`src/rtl/srsp_pkg.sv`:
```
// ----------------------------------------------------------------------------
// srsp_pkg: shared types, codes and helpers of the slice record stream parser
// Word layouts, result kinds, error codes, sequencer states and float helpers.
// ----------------------------------------------------------------------------
package srsp_pkg;

    localparam int unsigned LABEL_BYTES        = 30;
    localparam int unsigned BOUND_COUNT        = 6;
    localparam int unsigned INDEX_RECORD_BYTES = 24;
    localparam int unsigned TIME_RECORD_BYTES  = 4;
    localparam int unsigned MARKER_BYTES       = 4;

    localparam logic [31:0] MIN_RESET = 32'h7F7F_FFFF;
    localparam logic [31:0] MAX_RESET = 32'hFF7F_FFFF;

    localparam logic [31:0] MAX_RECORD_RESET = 32'd268435456;
    localparam logic [24:0] MAX_VALUES_RESET = 25'd16777216;
    localparam logic [15:0] MAX_FRAMES_RESET = 16'd65535;
    localparam logic [31:0] MAX_TOTAL_RESET  = 32'd268435456;

    // register indexes of the configuration port
    localparam logic [1:0] REG_MAX_RECORD = 2'd0;
    localparam logic [1:0] REG_MAX_VALUES = 2'd1;
    localparam logic [1:0] REG_MAX_FRAMES = 2'd2;
    localparam logic [1:0] REG_MAX_TOTAL  = 2'd3;

    // record ordinals
    localparam logic [2:0] ORD_INDEX  = 3'd3;
    localparam logic [2:0] ORD_TIME   = 3'd4;
    localparam logic [2:0] ORD_VALUES = 3'd5;

    // result kinds
    localparam logic [2:0] KIND_TIME      = 3'd0;
    localparam logic [2:0] KIND_VALUE     = 3'd1;
    localparam logic [2:0] KIND_FRAME_END = 3'd2;
    localparam logic [2:0] KIND_TIME_WARN = 3'd3;
    localparam logic [2:0] KIND_LIMIT     = 3'd4;
    localparam logic [2:0] KIND_ERROR     = 3'd5;
    localparam logic [2:0] KIND_DONE      = 3'd6;

    // error codes
    localparam logic [3:0] ERR_NONE         = 4'd0;
    localparam logic [3:0] ERR_FIRST_MARKER = 4'd1;
    localparam logic [3:0] ERR_TRUNC_MARKER = 4'd2;
    localparam logic [3:0] ERR_TOO_LONG     = 4'd3;
    localparam logic [3:0] ERR_TRUNC_DATA   = 4'd4;
    localparam logic [3:0] ERR_NO_FOOTER    = 4'd5;
    localparam logic [3:0] ERR_FOOTER       = 4'd6;
    localparam logic [3:0] ERR_SIZE         = 4'd7;
    localparam logic [3:0] ERR_DIMENSIONS   = 4'd8;
    localparam logic [3:0] ERR_TIME_NAN     = 4'd9;
    localparam logic [3:0] ERR_VALUE_NAN    = 4'd10;
    localparam logic [3:0] ERR_NO_FRAMES    = 4'd11;

    typedef struct packed {
        logic [7:0] data_byte;
        logic       end_of_stream;
    } in_word_t;

    typedef struct packed {
        logic [2:0]  kind;
        logic [31:0] word;
        logic [15:0] frame_number;
        logic [23:0] value_number;
        logic [31:0] frame_minimum;
        logic [31:0] frame_maximum;
        logic [3:0]  error_code;
        logic        last;
    } out_word_t;

    typedef enum logic [2:0] {
        PH_MARKER  = 3'b001,
        PH_PAYLOAD = 3'b010,
        PH_FOOTER  = 3'b100
    } phase_t;

    typedef enum logic [3:0] {
        C_IDLE = 4'b0001,
        C_EMIT = 4'b0010,
        C_DIM  = 4'b0100,
        C_DIV  = 4'b1000
    } ctl_t;

    function automatic logic [31:0] swap32(input logic [31:0] w);
        return {w[7:0], w[15:8], w[23:16], w[31:24]};
    endfunction

    function automatic logic is_finite(input logic [31:0] w);
        return w[30:23] != 8'hFF;
    endfunction

    // a < b on finite single bits; the two zeros compare equal
    function automatic logic fp_less(input logic [31:0] a, input logic [31:0] b);
        logic lt;
        if (a[30:0] == 31'd0 && b[30:0] == 31'd0)
            lt = 1'b0;
        else if (a[31] != b[31])
            lt = a[31];
        else if (!a[31])
            lt = a[30:0] < b[30:0];
        else
            lt = a[30:0] > b[30:0];
        return lt;
    endfunction

    function automatic out_word_t make_word(input logic [2:0] kind, input logic [31:0] word,
                                            input logic [15:0] fnum, input logic [23:0] vnum,
                                            input logic [31:0] mn, input logic [31:0] mx,
                                            input logic [3:0] err);
        out_word_t r;
        r.kind          = kind;
        r.word          = word;
        r.frame_number  = fnum;
        r.value_number  = vnum;
        r.frame_minimum = mn;
        r.frame_maximum = mx;
        r.error_code    = err;
        r.last          = 1'b0;
        return r;
    endfunction

endpackage

```
`src/rtl/srsp_div.sv`:
```
// ----------------------------------------------------------------------------
// srsp_div: iterative unsigned divider
// Restoring division of a 32-bit dividend by a 25-bit divisor, one bit a cycle.
// ----------------------------------------------------------------------------
module srsp_div (
    input  logic        clk,
    input  logic        rst_n,
    input  logic        start,
    input  logic [31:0] dividend,
    input  logic [24:0] divisor,
    output logic        done,
    output logic [31:0] quotient
);
    import srsp_pkg::*;

    logic        busy_reg, busy_next;
    logic [4:0]  cnt_reg, cnt_next;
    logic [24:0] rem_reg, rem_next;
    logic [31:0] quo_reg, quo_next;
    logic [24:0] dvs_reg, dvs_next;
    logic [25:0] rem_sh;
    logic [25:0] trial;

    assign rem_sh   = {rem_reg, quo_reg[31]};
    assign trial    = rem_sh - {1'b0, dvs_reg};
    // the last quotient bit is formed in the done cycle itself
    assign quotient = {quo_reg[30:0], !trial[25]};
    assign done     = busy_reg && (cnt_reg == 5'd31);

    always_comb
    begin
        busy_next = busy_reg;
        cnt_next  = cnt_reg;
        rem_next  = rem_reg;
        quo_next  = quo_reg;
        dvs_next  = dvs_reg;
        if (start)
        begin
            busy_next = 1'b1;
            cnt_next  = 5'd0;
            rem_next  = 25'd0;
            quo_next  = dividend;
            dvs_next  = divisor;
        end
        else if (busy_reg)
        begin
            // shift in the next dividend bit, subtract when it fits
            if (!trial[25])
            begin
                rem_next = trial[24:0];
                quo_next = {quo_reg[30:0], 1'b1};
            end
            else
            begin
                rem_next = rem_sh[24:0];
                quo_next = {quo_reg[30:0], 1'b0};
            end
            cnt_next = cnt_reg + 5'd1;
            if (cnt_reg == 5'd31)
                busy_next = 1'b0;
        end
    end

    always_ff @(posedge clk or negedge rst_n)
    begin
        if (!rst_n)
        begin
            busy_reg <= 1'b0;
            cnt_reg  <= 5'd0;
        end
        else
        begin
            busy_reg <= busy_next;
            cnt_reg  <= cnt_next;
        end
    end

    always_ff @(posedge clk)
    begin
        rem_reg <= rem_next;
        quo_reg <= quo_next;
        dvs_reg <= dvs_next;
    end

endmodule

```
`src/rtl/slice_record_stream_parser_unit.sv`:
```
// ----------------------------------------------------------------------------
// slice_record_stream_parser_unit: record parser for slice data files
// Parses length-framed records byte by byte and streams times and values.
// ----------------------------------------------------------------------------
// Takes one file byte per input word; each byte yields at most two result
// words, and the input stalls while results are delivered. After the bounds
// record's footer the block stalls its input while it forms the slice
// dimensions one axis at a time through one 25x25 multiplier and then the
// frame limit in a bit-serial divider; when both are done it
// resumes. Values stream out before their record footer is checked: discard
// the frame's values if an error word follows. After an error, done or
// limit stop, every byte is taken and dropped until reset.
module slice_record_stream_parser_unit (
    input  logic                 clk,
    input  logic                 rst_n,
    input  logic                 in_valid,
    output logic                 in_stall,
    input  srsp_pkg::in_word_t   in_data,
    output logic                 out_valid,
    input  logic                 out_stall,
    output srsp_pkg::out_word_t  out_data,
    input  logic                 cfg_write_en,
    input  logic [1:0]           cfg_index,
    input  logic [31:0]          cfg_data
);
    import srsp_pkg::*;

    // configuration
    logic [31:0] mrb_reg;
    logic [24:0] mvpf_reg;
    logic [15:0] mf_reg;
    logic [31:0] mtv_reg;

    // sequencer and parser state
    ctl_t        ctl_reg, ctl_next;
    phase_t      phase_reg, phase_next;
    logic [2:0]  ord_reg, ord_next;
    logic [31:0] bcnt_reg, bcnt_next;
    logic [31:0] shift_reg, shift_next;
    logic [31:0] rlen_reg, rlen_next;
    logic        le_reg, le_next;
    logic [31:0] bounds_reg [BOUND_COUNT];
    logic [31:0] bounds_next [BOUND_COUNT];
    logic [24:0] vcount_reg, vcount_next;
    logic [15:0] flimit_reg, flimit_next;
    logic [15:0] fcnt_reg, fcnt_next;
    logic [31:0] min_reg, min_next;
    logic [31:0] max_reg, max_next;
    logic [31:0] prev_reg, prev_next;
    logic [31:0] ctime_reg, ctime_next;
    logic        halted_reg, halted_next;
    logic [3:0]  perr_reg, perr_next;

    // dimension sequencer
    logic [1:0]  dim_reg, dim_next;
    logic [24:0] prod_reg, prod_next;

    // result buffer
    out_word_t   q0_reg, q0_next;
    out_word_t   q1_reg, q1_next;
    logic        two_reg, two_next;
    logic        head_reg, head_next;

    // divider
    logic        div_start;
    logic        div_done;
    logic [31:0] div_q;

    logic        in_accept;
    logic        out_accept;

    // per-byte working values
    logic [31:0] sh;
    logic [31:0] bc1;
    logic [31:0] wrd;
    logic [31:0] rl;
    logic [31:0] exp_len;
    logic [29:0] pos;
    logic        nle;
    logic        bad;
    logic [33:0] dval [3];
    logic [33:0] dsel;
    logic [49:0] prod;
    out_word_t   r0, r1;
    logic [1:0]  nres;

    assign in_accept  = in_valid && !in_stall;
    assign out_accept = out_valid && !out_stall;
    assign in_stall   = (ctl_reg != C_IDLE);
    assign out_valid  = (ctl_reg == C_EMIT);
    assign out_data   = head_reg ? q1_reg : q0_reg;

    srsp_div u_div (
        .clk      (clk),
        .rst_n    (rst_n),
        .start    (div_start),
        .dividend (mtv_reg),
        .divisor  (vcount_reg),
        .done     (div_done),
        .quotient (div_q)
    );

    // extent of each axis: hi - lo + 1, no overflow
    always_comb
    begin
        for (int i = 0; i < 3; i++)
            dval[i] = {{2{bounds_reg[2*i+1][31]}}, bounds_reg[2*i+1]}
                    - {{2{bounds_reg[2*i][31]}}, bounds_reg[2*i]} + 34'd1;
    end

    always_comb
    begin
        unique case (dim_reg)
            2'd0:    dsel = dval[0];
            2'd1:    dsel = dval[1];
            default: dsel = dval[2];
        endcase
    end

    assign prod = prod_reg * dsel[24:0];

    always_comb
    begin
        if (ord_reg < ORD_INDEX)
            exp_len = 32'(LABEL_BYTES);
        else if (ord_reg == ORD_INDEX)
            exp_len = 32'(INDEX_RECORD_BYTES);
        else if (ord_reg == ORD_TIME)
            exp_len = 32'(TIME_RECORD_BYTES);
        else
            exp_len = {5'd0, vcount_reg, 2'd0};
    end

    always_comb
    begin
        ctl_next    = ctl_reg;
        phase_next  = phase_reg;
        ord_next    = ord_reg;
        bcnt_next   = bcnt_reg;
        shift_next  = shift_reg;
        rlen_next   = rlen_reg;
        le_next     = le_reg;
        bounds_next = bounds_reg;
        vcount_next = vcount_reg;
        flimit_next = flimit_reg;
        fcnt_next   = fcnt_reg;
        min_next    = min_reg;
        max_next    = max_reg;
        prev_next   = prev_reg;
        ctime_next  = ctime_reg;
        halted_next = halted_reg;
        perr_next   = perr_reg;
        dim_next    = dim_reg;
        prod_next   = prod_reg;
        q0_next     = q0_reg;
        q1_next     = q1_reg;
        two_next    = two_reg;
        head_next   = head_reg;
        div_start   = 1'b0;
        r0          = make_word(KIND_DONE, 32'd0, fcnt_reg, 24'd0, 32'd0, 32'd0, ERR_NONE);
        r1          = r0;
        nres        = 2'd0;
        bad         = 1'b0;
        nle         = le_reg;

        sh  = {shift_reg[23:0], in_data.data_byte};
        bc1 = bcnt_reg + 32'd1;
        wrd = le_reg ? swap32(sh) : sh;
        pos = bc1[31:2] - 30'd1;
        rl  = 32'd0;

        unique case (ctl_reg)
            C_IDLE:
            begin
                if (in_accept && !halted_reg)
                begin
                    if (in_data.end_of_stream)
                    begin
                        halted_next = 1'b1;
                        nres        = 2'd1;
                        if (phase_reg == PH_MARKER && ord_reg == ORD_TIME
                            && bcnt_reg == 32'd0)
                        begin
                            if (fcnt_reg == 16'd0)
                                r0 = make_word(KIND_ERROR, 32'd0, fcnt_reg, 24'd0, 32'd0,
                                               32'd0, ERR_NO_FRAMES);
                        end
                        else if (phase_reg == PH_MARKER)
                            r0 = make_word(KIND_ERROR, 32'd0, fcnt_reg, 24'd0, 32'd0, 32'd0,
                                           ERR_TRUNC_MARKER);
                        else if (phase_reg == PH_PAYLOAD)
                            r0 = make_word(KIND_ERROR, 32'd0, fcnt_reg, 24'd0, 32'd0, 32'd0,
                                           ERR_TRUNC_DATA);
                        else
                            r0 = make_word(KIND_ERROR, 32'd0, fcnt_reg, 24'd0, 32'd0, 32'd0,
                                           ERR_NO_FOOTER);
                    end
                    else if (phase_reg == PH_MARKER)
                    begin
                        if (ord_reg == ORD_TIME && bcnt_reg == 32'd0
                            && fcnt_reg >= flimit_reg)
                        begin
                            // frame limit reached: drop the byte and stop
                            halted_next = 1'b1;
                            nres        = 2'd2;
                            r0 = make_word(KIND_LIMIT, 32'd0, fcnt_reg, 24'd0, 32'd0, 32'd0,
                                           ERR_NONE);
                            if (fcnt_reg == 16'd0)
                                r1 = make_word(KIND_ERROR, 32'd0, fcnt_reg, 24'd0, 32'd0,
                                               32'd0, ERR_NO_FRAMES);
                        end
                        else
                        begin
                            shift_next = sh;
                            bcnt_next  = bc1;
                            if (bc1 == 32'(MARKER_BYTES))
                            begin
                                if (ord_reg == 3'd0)
                                begin
                                    // byte order from the first marker
                                    if (swap32(sh) == 32'(LABEL_BYTES))
                                        nle = 1'b1;
                                    else if (sh == 32'(LABEL_BYTES))
                                        nle = 1'b0;
                                    else
                                        bad = 1'b1;
                                    le_next = nle;
                                end
                                rl = nle ? swap32(sh) : sh;
                                if (bad)
                                begin
                                    halted_next = 1'b1;
                                    nres        = 2'd1;
                                    r0 = make_word(KIND_ERROR, 32'd0, fcnt_reg, 24'd0, 32'd0,
                                                   32'd0, ERR_FIRST_MARKER);
                                end
                                else if (rl > mrb_reg)
                                begin
                                    halted_next = 1'b1;
                                    nres        = 2'd1;
                                    r0 = make_word(KIND_ERROR, 32'd0, fcnt_reg, 24'd0, 32'd0,
                                                   32'd0, ERR_TOO_LONG);
                                end
                                else
                                begin
                                    rlen_next  = rl;
                                    perr_next  = (rl != exp_len) ? ERR_SIZE : ERR_NONE;
                                    bcnt_next  = 32'd0;
                                    shift_next = 32'd0;
                                    phase_next = (rl == 32'd0) ? PH_FOOTER : PH_PAYLOAD;
                                end
                            end
                        end
                    end
                    else if (phase_reg == PH_PAYLOAD)
                    begin
                        shift_next = sh;
                        bcnt_next  = bc1;
                        if (bc1[1:0] == 2'd0 && perr_reg == ERR_NONE)
                        begin
                            if (ord_reg == ORD_INDEX)
                            begin
                                if (pos < 30'(BOUND_COUNT))
                                    bounds_next[pos[2:0]] = wrd;
                            end
                            else if (ord_reg == ORD_TIME)
                                ctime_next = wrd;
                            else if (ord_reg == ORD_VALUES)
                            begin
                                if (!is_finite(wrd))
                                    perr_next = ERR_VALUE_NAN;
                                else
                                begin
                                    if (fp_less(wrd, min_reg))
                                        min_next = wrd;
                                    if (fp_less(max_reg, wrd))
                                        max_next = wrd;
                                    nres = 2'd1;
                                    r0 = make_word(KIND_VALUE, wrd, fcnt_reg, pos[23:0],
                                                   32'd0, 32'd0, ERR_NONE);
                                end
                            end
                        end
                        if (bc1 >= rlen_reg)
                        begin
                            phase_next = PH_FOOTER;
                            bcnt_next  = 32'd0;
                            shift_next = 32'd0;
                        end
                    end
                    else
                    begin
                        shift_next = sh;
                        bcnt_next  = bc1;
                        if (bc1 == 32'(MARKER_BYTES))
                        begin
                            if (wrd != rlen_reg)
                            begin
                                halted_next = 1'b1;
                                nres        = 2'd1;
                                r0 = make_word(KIND_ERROR, 32'd0, fcnt_reg, 24'd0, 32'd0,
                                               32'd0, ERR_FOOTER);
                            end
                            else if (perr_reg != ERR_NONE)
                            begin
                                halted_next = 1'b1;
                                nres        = 2'd1;
                                r0 = make_word(KIND_ERROR, 32'd0, fcnt_reg, 24'd0, 32'd0,
                                               32'd0, perr_reg);
                            end
                            else
                            begin
                                phase_next = PH_MARKER;
                                bcnt_next  = 32'd0;
                                if (ord_reg < ORD_INDEX)
                                    ord_next = ord_reg + 3'd1;
                                else if (ord_reg == ORD_INDEX)
                                begin
                                    // hand over to the dimension sequencer
                                    ctl_next  = C_DIM;
                                    dim_next  = 2'd0;
                                    prod_next = 25'd1;
                                end
                                else if (ord_reg == ORD_TIME)
                                begin
                                    nres = 2'd1;
                                    if (!is_finite(ctime_reg))
                                    begin
                                        halted_next = 1'b1;
                                        r0 = make_word(KIND_ERROR, 32'd0, fcnt_reg, 24'd0,
                                                       32'd0, 32'd0, ERR_TIME_NAN);
                                    end
                                    else
                                    begin
                                        ord_next = ORD_VALUES;
                                        r0 = make_word(KIND_TIME, ctime_reg, fcnt_reg, 24'd0,
                                                       32'd0, 32'd0, ERR_NONE);
                                    end
                                end
                                else
                                begin
                                    r0 = make_word(KIND_FRAME_END, ctime_reg, fcnt_reg,
                                                   24'd0, min_reg, max_reg, ERR_NONE);
                                    nres = 2'd1;
                                    if (fcnt_reg != 16'd0 && fp_less(ctime_reg, prev_reg))
                                    begin
                                        r1   = r0;
                                        r0   = make_word(KIND_TIME_WARN, ctime_reg, fcnt_reg,
                                                         24'd0, 32'd0, 32'd0, ERR_NONE);
                                        nres = 2'd2;
                                    end
                                    fcnt_next = fcnt_reg + 16'd1;
                                    prev_next = ctime_reg;
                                    min_next  = MIN_RESET;
                                    max_next  = MAX_RESET;
                                    ord_next  = ORD_TIME;
                                end
                            end
                        end
                    end

                    // load the result buffer
                    if (nres != 2'd0)
                    begin
                        if (nres == 2'd1)
                            r0.last = 1'b1;
                        else
                            r1.last = 1'b1;
                        q0_next   = r0;
                        q1_next   = r1;
                        two_next  = (nres == 2'd2);
                        head_next = 1'b0;
                        ctl_next  = C_EMIT;
                    end
                end
            end

            C_EMIT:
            begin
                if (out_accept)
                begin
                    if (two_reg && !head_reg)
                        head_next = 1'b1;
                    else
                        ctl_next = C_IDLE;
                end
            end

            C_DIM:
            begin
                // one axis a cycle through the shared multiplier
                if (dsel[33] || dsel == 34'd0 || dsel > {9'd0, mvpf_reg}
                    || prod > {25'd0, mvpf_reg})
                begin
                    halted_next = 1'b1;
                    q0_next     = make_word(KIND_ERROR, 32'd0, fcnt_reg, 24'd0, 32'd0,
                                            32'd0, ERR_DIMENSIONS);
                    q0_next.last = 1'b1;
                    two_next    = 1'b0;
                    head_next   = 1'b0;
                    ctl_next    = C_EMIT;
                end
                else
                begin
                    prod_next = prod[24:0];
                    dim_next  = dim_reg + 2'd1;
                    if (dim_reg == 2'd2)
                    begin
                        vcount_next = prod[24:0];
                        ctl_next    = C_DIV;
                    end
                end
            end

            C_DIV:
            begin
                if (dim_reg == 2'd3)
                begin
                    // launch the divider once
                    div_start = 1'b1;
                    dim_next  = 2'd0;
                end
                else if (div_done)
                begin
                    flimit_next = (div_q < {16'd0, mf_reg}) ? div_q[15:0] : mf_reg;
                    ord_next    = ORD_TIME;
                    ctl_next    = C_IDLE;
                end
            end

            default:
            begin
                ctl_next = C_IDLE;
            end
        endcase
    end

    always_ff @(posedge clk or negedge rst_n)
    begin
        if (!rst_n)
        begin
            mrb_reg    <= MAX_RECORD_RESET;
            mvpf_reg   <= MAX_VALUES_RESET;
            mf_reg     <= MAX_FRAMES_RESET;
            mtv_reg    <= MAX_TOTAL_RESET;
            ctl_reg    <= C_IDLE;
            phase_reg  <= PH_MARKER;
            ord_reg    <= 3'd0;
            bcnt_reg   <= 32'd0;
            shift_reg  <= 32'd0;
            rlen_reg   <= 32'd0;
            le_reg     <= 1'b0;
            for (int i = 0; i < BOUND_COUNT; i++)
                bounds_reg[i] <= 32'd0;
            vcount_reg <= 25'd0;
            flimit_reg <= 16'd0;
            fcnt_reg   <= 16'd0;
            min_reg    <= MIN_RESET;
            max_reg    <= MAX_RESET;
            prev_reg   <= 32'd0;
            ctime_reg  <= 32'd0;
            halted_reg <= 1'b0;
            perr_reg   <= ERR_NONE;
            dim_reg    <= 2'd0;
            two_reg    <= 1'b0;
            head_reg   <= 1'b0;
        end
        else
        begin
            if (cfg_write_en)
            begin
                unique case (cfg_index)
                    REG_MAX_RECORD: mrb_reg  <= cfg_data;
                    REG_MAX_VALUES: mvpf_reg <= cfg_data[24:0];
                    REG_MAX_FRAMES: mf_reg   <= cfg_data[15:0];
                    REG_MAX_TOTAL:  mtv_reg  <= cfg_data;
                    default:        mtv_reg  <= mtv_reg;
                endcase
            end
            ctl_reg    <= ctl_next;
            phase_reg  <= phase_next;
            ord_reg    <= ord_next;
            bcnt_reg   <= bcnt_next;
            shift_reg  <= shift_next;
            rlen_reg   <= rlen_next;
            le_reg     <= le_next;
            bounds_reg <= bounds_next;
            vcount_reg <= vcount_next;
            flimit_reg <= flimit_next;
            fcnt_reg   <= fcnt_next;
            min_reg    <= min_next;
            max_reg    <= max_next;
            prev_reg   <= prev_next;
            ctime_reg  <= ctime_next;
            halted_reg <= halted_next;
            perr_reg   <= perr_next;
            dim_reg    <= dim_next;
            two_reg    <= two_next;
            head_reg   <= head_next;
        end
    end

    // payload of the result buffer and the product
    always_ff @(posedge clk)
    begin
        q0_reg   <= q0_next;
        q1_reg   <= q1_next;
        prod_reg <= prod_next;
    end

endmodule

```
`config.mk`:
```
export PLATFORM = sky130hd
export DESIGN_NAME = slice_record_stream_parser_unit
export DESIGN_NICKNAME = d
export VERILOG_FILES = /design/src/rtl/srsp_pkg.sv /design/src/rtl/srsp_div.sv /design/src/rtl/slice_record_stream_parser_unit.sv
export SDC_FILE = /design/constraint.sdc
export NUM_CORES = 2
export LEC_CHECK = 0
export ABC_AREA = 1
export BUFFER_PORTS_ARGS = -buffer_cell sky130_fd_sc_hd__buf_2
export CAP_MARGIN = 15
export CORE_UTILIZATION = 30
export DETAILED_ROUTE_END_ITERATION = 8
export PLACE_DENSITY = 0.53
export RECOVER_POWER = 100
export SLEW_MARGIN = 20
export SYNTH_ARGS = -nofsm -noshare
export SYNTH_HDL_FRONTEND = slang
export SYNTH_SLANG_ARGS = --single-unit
```
`constraint.sdc`:
```
create_clock -name clk -period 16.4 [get_ports clk]
set_clock_uncertainty 0.15 [all_clocks]
set_input_delay 2.46 -clock clk [delete_from_list [all_inputs] [get_ports clk]]
set_output_delay 2.46 -clock clk [all_outputs]
set_load 0.02 [all_outputs]
```
### After elaboration in Yosys (flattened, before gate mapping)

Cells that the tools add are included.
W data, S select, Z words.

* register bits after elaboration: 991
* bits in latches: 0
* RAM bits: 0
* bits in read-only memories: 0
* input bits: 48
* output and inout port bits: 146
* logic and storage cells: 539
* memories: 0

* $add $sub $neg: 13
* multiply operators: 1
* divide/modulo/power cells: 0
* $lt $le $gt $ge: 16
* eq/ne operators: 84
* shift-type cells: 0
* mux-type cells: 287
* bitwise logic cells: 14
* reduce and logical (&&, ||, !) cells: 73

Operators by type and width (number)
* $mux W144: 28
* $mux W32: 41
* $mux W143: 7
* $pmux W144 S2: 1
* $mux W25: 11
* $bwmux W192: 1
* $mux W24: 7
* $logic_not A31 Y1: 5
* $mux W142: 1
* $mux W4: 28
* $mux W109: 1
* $add A33 B2 Y34 const B: 3
* $sub A32 B32 Y33: 3
* $demux W32 S3: 1
* $mux W1: 96
* $gt A31 B31 Y1: 3
* $lt A31 B31 Y1: 3
* $mux W27: 3
* $mux W3: 25
* $pmux W34 S2: 1
* $eq A32 B5 Y1 const B: 2
* $logic_not A32 Y1: 2
* $ne A32 B32 Y1: 2
* $gt A50 B25 Y1: 1
* other kinds (69): 212

### Longest topological paths before layout

* depth after elaboration: 33
* depth in mapped cells: 60
* mapped depth without buffers: 60

### Modules after synthesis

A second synthesis with hierarchy kept.

* cells, all modules: 11341
* area total of the unflattened synthesis: 84099.4 um2

By module, submodules not included
* slice_record_stream_parser_unit: times used 1, cells an instance 10493, area an instance 78190.0 um2, seq. area each 23399.9 um2
* srsp_div: times used 1, cells an instance 848, area an instance 5909.4 um2, seq. area each 2362.3 um2

### Least setup slack after synthesis

OpenSTA, ideal clock, no wires.

* kind: register -> register
* start: register bounds_reg[65] in the netlist's numbering
* end: register q0_reg[0] in the netlist's numbering (enable)
* setup time: 0.496 ns
* arrival time: 11.551 ns
* required time: 15.754 ns
* path slack: 4.203 ns
* cell stages (with the launch flop): 51
* path buffers: 1
* clock period less this slack: 12.197 ns
* cell sequence: dfrtp_1 -> inv_1 -> ha_1 -> inv_1 -> ha_1 -> inv_1 -> fa_1 -> inv_1 -> nand3_1 -> nand2_1 -> nand2_1 -> nand2_1 -> or2_2 -> nand3_1 -> o211ai_1 -> clkbuf_1 -> nand2_1 -> fa_1 -> [15 not listed] -> nor4_1 -> a21oi_1 -> xor2_1 -> ha_1 -> nand2_1 -> o21ai_0 -> a31oi_1 -> nand2_1 -> nand3_1 -> nand2_1 -> nand2_1 -> nand3b_1 -> nor2_1 -> nand2_1 -> nor2_1 -> nand3_1 -> nand3_1 -> inv_1

* elaborated cells on any way between the ends: 12
* those cells by class: add/sub (2); mul (1); order compare (2); eq/ne (1); mux (1); reduce/logical (5)

RTL lines
* from (decl): line slice_record_stream_parser_unit.sv:42 `logic [31:0] bounds_reg [BOUND_COUNT];`
* from (signal assigned): line slice_record_stream_parser_unit.sv:487 `bounds_reg <= bounds_next;`
* $sub A32 B32 Y33: line slice_record_stream_parser_unit.sv:108 `- {{2{bounds_reg[2*i][31]}}, bounds_reg[2*i]} + 34'd1;`
* $add A33 B2 Y34: line slice_record_stream_parser_unit.sv:108
* $pmux W34 S2: line slice_record_stream_parser_unit.sv:113 `unique case (dim_reg)`
* $mul A25 B25 Y50: line slice_record_stream_parser_unit.sv:120 `assign prod = prod_reg * dsel[24:0];`
* net prod[20]: line slice_record_stream_parser_unit.sv:83 `logic [49:0] prod;`
* $gt A50 B25 Y1: line slice_record_stream_parser_unit.sv:393 `|| prod > {25'd0, mvpf_reg})`
* $logic_or A1 B1 Y1: line slice_record_stream_parser_unit.sv:393
* $ne A2 B2 Y1 (no source line)
* $reduce_and A4 Y1 (no source line)
* to (signal assigned): line slice_record_stream_parser_unit.sv:506 `q0_reg <= q0_next;`
* to (decl): line slice_record_stream_parser_unit.sv:59 `out_word_t q0_reg, q0_next;`

The timed path passes the listed nets, and every way through them passes these cells.
A chain may end at the register's enable or synchronous reset.

### Worst setup path after layout

* start: register dim_reg[0]
* end: register q0_reg[105] in the netlist's numbering (enable)

* elaborated cells on any way between the ends: 12
* those cells by class: mul (1); order compare (2); eq/ne (2); mux (1); reduce/logical (6)

RTL lines
* from (decl): line slice_record_stream_parser_unit.sv:55 `logic [1:0] dim_reg, dim_next;`
* from (signal assigned): line slice_record_stream_parser_unit.sv:497 `dim_reg <= dim_next;`
* $eq A2 B1 Y1 or $logic_not A2 Y1 (tied branches): line slice_record_stream_parser_unit.sv:113
* $pmux W34 S2 *: line slice_record_stream_parser_unit.sv:113
* $mul A25 B25 Y50 *: line slice_record_stream_parser_unit.sv:120
* net prod[24]: line slice_record_stream_parser_unit.sv:83
* $gt A50 B25 Y1 *: line slice_record_stream_parser_unit.sv:393
* $logic_or A1 B1 Y1 *: line slice_record_stream_parser_unit.sv:393
* $ne A2 B2 Y1 (no source line) *
* $reduce_and A4 Y1 (no source line) *

The timed path passes the listed nets; every way through them passes the cells marked *.

==> results.sh <==
export IMPL_ys_seq_elements=962
export IMPL_drive_gt1_share_pct=4.537
export IMPL_grt_setup_unrepaired="false"
export IMPL_start_util_pct=30.15
export IMPL_area_growth_pct=10.51
export IMPL_pin_count=194
export IMPL_cp_buffers_inverters=12
export IMPL_wl_mm=308.6
export IMPL_drt_iter0_drc=6619
export IMPL_critPathLaunch="dim_reg[0]$_DFFE_PN0P_"
export IMPL_p_int_mw=6.021
export IMPL_hp_class="reg2reg"
export IMPL_postLayoutCellArea_mm2=0.09108
export IMPL_cpPeakStageDelay_ns=1.33
export IMPL_crit_type="reg2reg"
export IMPL_relSlewSlack_pct=-285.1
export IMPL_dr_max_layer_used="met5"
export IMPL_grt_pass1_wl_mm=463.6
export IMPL_yosysSeqAreaShare_pct=31.26
export IMPL_reg2reg_depth=41
export IMPL_synth_top_area_cell="dfrtp_1"
export IMPL_core_area_mm2=0.2734
export IMPL_drv_cap=33
export IMPL_numPortBuffers=193
export IMPL_synth_area_mm2=0.08242
export IMPL_ys_flop_type="dfrtp_1"
export IMPL_cts_tree="yes"
export IMPL_wl_met3_mm=23.11
export IMPL_largest_reg_flops=192
export IMPL_detail_route_wl_per_cell_um=20.92
export IMPL_slew_viol_final=1856
export IMPL_place_area_mm2=0.08757
export IMPL_cts_buffers=112
export IMPL_gp_congestion=0.9868
export IMPL_cp_start_kind="register"
export IMPL_grt_ovfl_total=0
export IMPL_antenna_found_initial=23
export IMPL_hold_viol_final=0
export IMPL_vdd_drop_max_mv=0.1442
export IMPL_firstDrtPassIters=6
export IMPL_worstMarginPinSlew_ns=5.776
export IMPL_r2r_slack_ns=1.92
export IMPL_avgSynthCellArea_um2=7.506
export IMPL_cp_depth=41
export IMPL_dieWidth_um=526.1
export IMPL_final_setup_viol_count=0
export IMPL_synth_top_cell_area_share_pct=15.58
export IMPL_syn_nets=12216
export IMPL_die_area_mm2=0.2768
export IMPL_cp_top_family="buffers and inverters"
export IMPL_viasPerCell=4.944
export IMPL_status="finished with violations"
export IMPL_post_route_min_period_ns=14.48
export IMPL_p_total_mw=11.72
export IMPL_p_switching_mw=5.696
export IMPL_reg2reg_from="dim_reg[0]$_DFFE_PN0P_"
export IMPL_fmax_mhz=69.06
export IMPL_sequentialPowerShare_pct=25.2
export IMPL_async_flop_share_pct=61.85
export IMPL_period_share_pct=88.29
export IMPL_cts_resized=0
export IMPL_globalRouteTotalUtil_pct=22.08
export IMPL_dpl_hpwl_mm=232.7
export IMPL_rows=192
export IMPL_violations="max-capacitance violations, max-slew violations"
export IMPL_clk_latency_ns=0.83
export IMPL_end_kind="register"
export IMPL_powerDensity_mw_per_mm2=128.6
export IMPL_pwr_share_clk_pct=22.9
export IMPL_synth_area_leaders="dfrtp_1 16%, nand2_1 15%, fa_1 13%"
export IMPL_cts_root_buffer="clkbuf_16"
export IMPL_grt_max_degree=159
export IMPL_path_max_fanout=70
export IMPL_h_tree_depth=3
export IMPL_required_ns=16.67
export IMPL_drt_met1_wl_mm=140.4
export IMPL_grt_pass1_vias=70882
export IMPL_slowest_stage="clkbuf_1"
export IMPL_synth_edf_count=342
export IMPL_vias=72914
export IMPL_leakage_nw=46.39
export IMPL_pwr_share_comb_pct=51.9
export IMPL_cts_sinks=962
export IMPL_ys_types=62
export IMPL_crit_end="q0_reg[105]$_DFFE_PP_"
export IMPL_final_core_util_pct=33.32
export IMPL_drc_errors=0
export IMPL_path_clk_slew_ns=0.06
export IMPL_tns_ns=0
export IMPL_holdBufCountCts=0
export IMPL_final_nets=12288
export IMPL_reg2reg_to="q0_reg[105]$_DFFE_PP_"
export IMPL_syn_inst=10981
export IMPL_die_y_um=526.1
export IMPL_ys_warnings_count=0
export IMPL_swShare_pct=48.61
export IMPL_crit_arrival_ns=14.75
export IMPL_postCtsSetupBuffers=0
export IMPL_cts_buffer_depth=3
export IMPL_ant_nets=0
export IMPL_wl_met2_mm=136.0
## power groups by stage
stage / Clock, mW / Sequential (mW) / Combinational, mW
2_1_floorplan: 0 / 2.95 / 3.73
3_5_place_dp: 0 / 3.01 / 6.12
3_3_place_gp: 0 / 3.00 / 6.16
6_report: 2.68 / 2.96 / 6.08
4_1_cts: 2.73 / 2.96 / 6.16
5_1_grt: 2.82 / 2.99 / 6.68
## layer usage
metal	vias to the layer above	GRT usage [%]
li1	34635	-
met1	35491	31.39
met2	2378	34.35
met3	404	3.741
met4	6	5.941
met5	-	0
## layout by cell type (no fill, tap or decap), types with 15 or more instances in the layout
| cell type | count |
|---|---|
| nand2_1 | 3229 |
| inv_1 | 2012 |
| nor2_1 | 953 |
| ha_1 | 657 |
| fa_1 | 530 |
| dfrtp_1 | 512 |
| o21ai_0 | 495 |
| nand3_1 | 432 |
| nand4_1 | 367 |
| edfxtp_1 | 342 |
| a21oi_1 | 330 |
| clkbuf_1 | 201 |
| buf_4 | 114 |
| clkbuf_16 | 113 |
| nor3_1 | 108 |
| xor2_1 | 97 |
| dfstp_2 | 82 |
| o22ai_1 | 69 |
| nor4_1 | 50 |
| buf_2 | 45 |
| clkinv_1 | 34 |
| o21a_1 | 31 |
| xnor2_1 | 26 |
| nand3b_1 | 25 |
| dfxtp_1 | 25 |
| o21bai_1 | 19 |
| o21ai_2 | 18 |
| nor2_2 | 15 |
| clkinv_2 | 15 |
## cell type report
| class | count | area (um2) |
|---|---|---|
| inverters | 2048 | 7695 |
| clock buffers | 148 | 3079 |
| diodes | 5 | 12.51 |
| multi-input cells | 7589 | 47420 |
| flip-flops and latches | 962 | 25760 |
| fillers | 29571 | 182300 |
| clock inverters | 66 | 835.8 |
| well taps | 3589 | 4491 |
| repair buffers | 340 | 1789 |
## cells by family after synthesis
family | after synthesis | synth area share (%)
flip-flops | 962 | 31.26
adder cells (fa/ha/maj) | 1187 | 22.85
buffers and inverters | 2430 | 11.30
XOR/XNOR | 124 | 1.327
AND/OR/NAND/NOR | 5222 | 26.24
multiplexers | 4 | 0.05465
AO/OA/AOI/OAI | 1052 | 6.973
## metrics by stage
stage	hold WS [ns]	std cells	worst slack (ns)
after floorplan	0.2715	10981	4.203
after global placement	0.2906	14527	2.942
after detailed placement	0.2854	14527	3.001
after CTS	0.3085	14741	2.961
after global routing	0.3224	14743	1.163
final	0.3066	14747	1.920
## worst min-delay path by stage
stage,startpoint,end,slack [ns],cells past startpoint
after detailed placement,vcount_reg[0]$_DFFE_PN0P_,u_div.dvs_reg[0]$_DFFE_PP_,0.29,0
after global routing,vcount_reg[0]$_DFFE_PN0P_,u_div.dvs_reg[0]$_DFFE_PP_,0.32,0
final,vcount_reg[0]$_DFFE_PN0P_,u_div.dvs_reg[0]$_DFFE_PP_,0.31,0
after global placement,halted_reg$_DFFE_PN0P_,halted_reg$_DFFE_PN0P_,0.29,2
after CTS,vcount_reg[0]$_DFFE_PN0P_,u_div.dvs_reg[0]$_DFFE_PP_,0.31,0
after floorplan,halted_reg$_DFFE_PN0P_,halted_reg$_DFFE_PN0P_,0.27,2
## worst register-to-register path: cells and delay by family, from the launching register on
kind / cells / cell delay [ns]
flip-flops: 1 / 0.43
AO/OA/AOI/OAI: 2 / 0.63
XOR/XNOR: 1 / 0.52
buffers and inverters: 12 / 5.20
AND/OR/NAND/NOR: 16 / 3.04
adder cells (fa/ha/maj): 10 / 4.07
## cells in the mapped netlist (all sizes together) (2+ instances only)
cell	n
a31oi	7
nand2	3233
o22ai	69
nor3b	6
o221ai	4
dfrtp	513
a21oi	333
nand3b	25
o2111ai	3
xor2	98
nor3	111
edfxtp	342
dfxtp	25
xnor2	26
nor4	51
and2	10
o31ai	6
o21bai	19
a21boi	3
o21a	31
a211oi	13
mux2	4
a32o	12
nand3	439
a22oi	4
o211ai	12
clkbuf	316
nand4	367
o21ai	521
dfstp	82
inv	2028
fa	530
ha	657
buf	66
or2	6
a21o	8
clkinv	20
nor2	972
o311ai	2
Note: power is estimated with default switching activity, not from simulation.
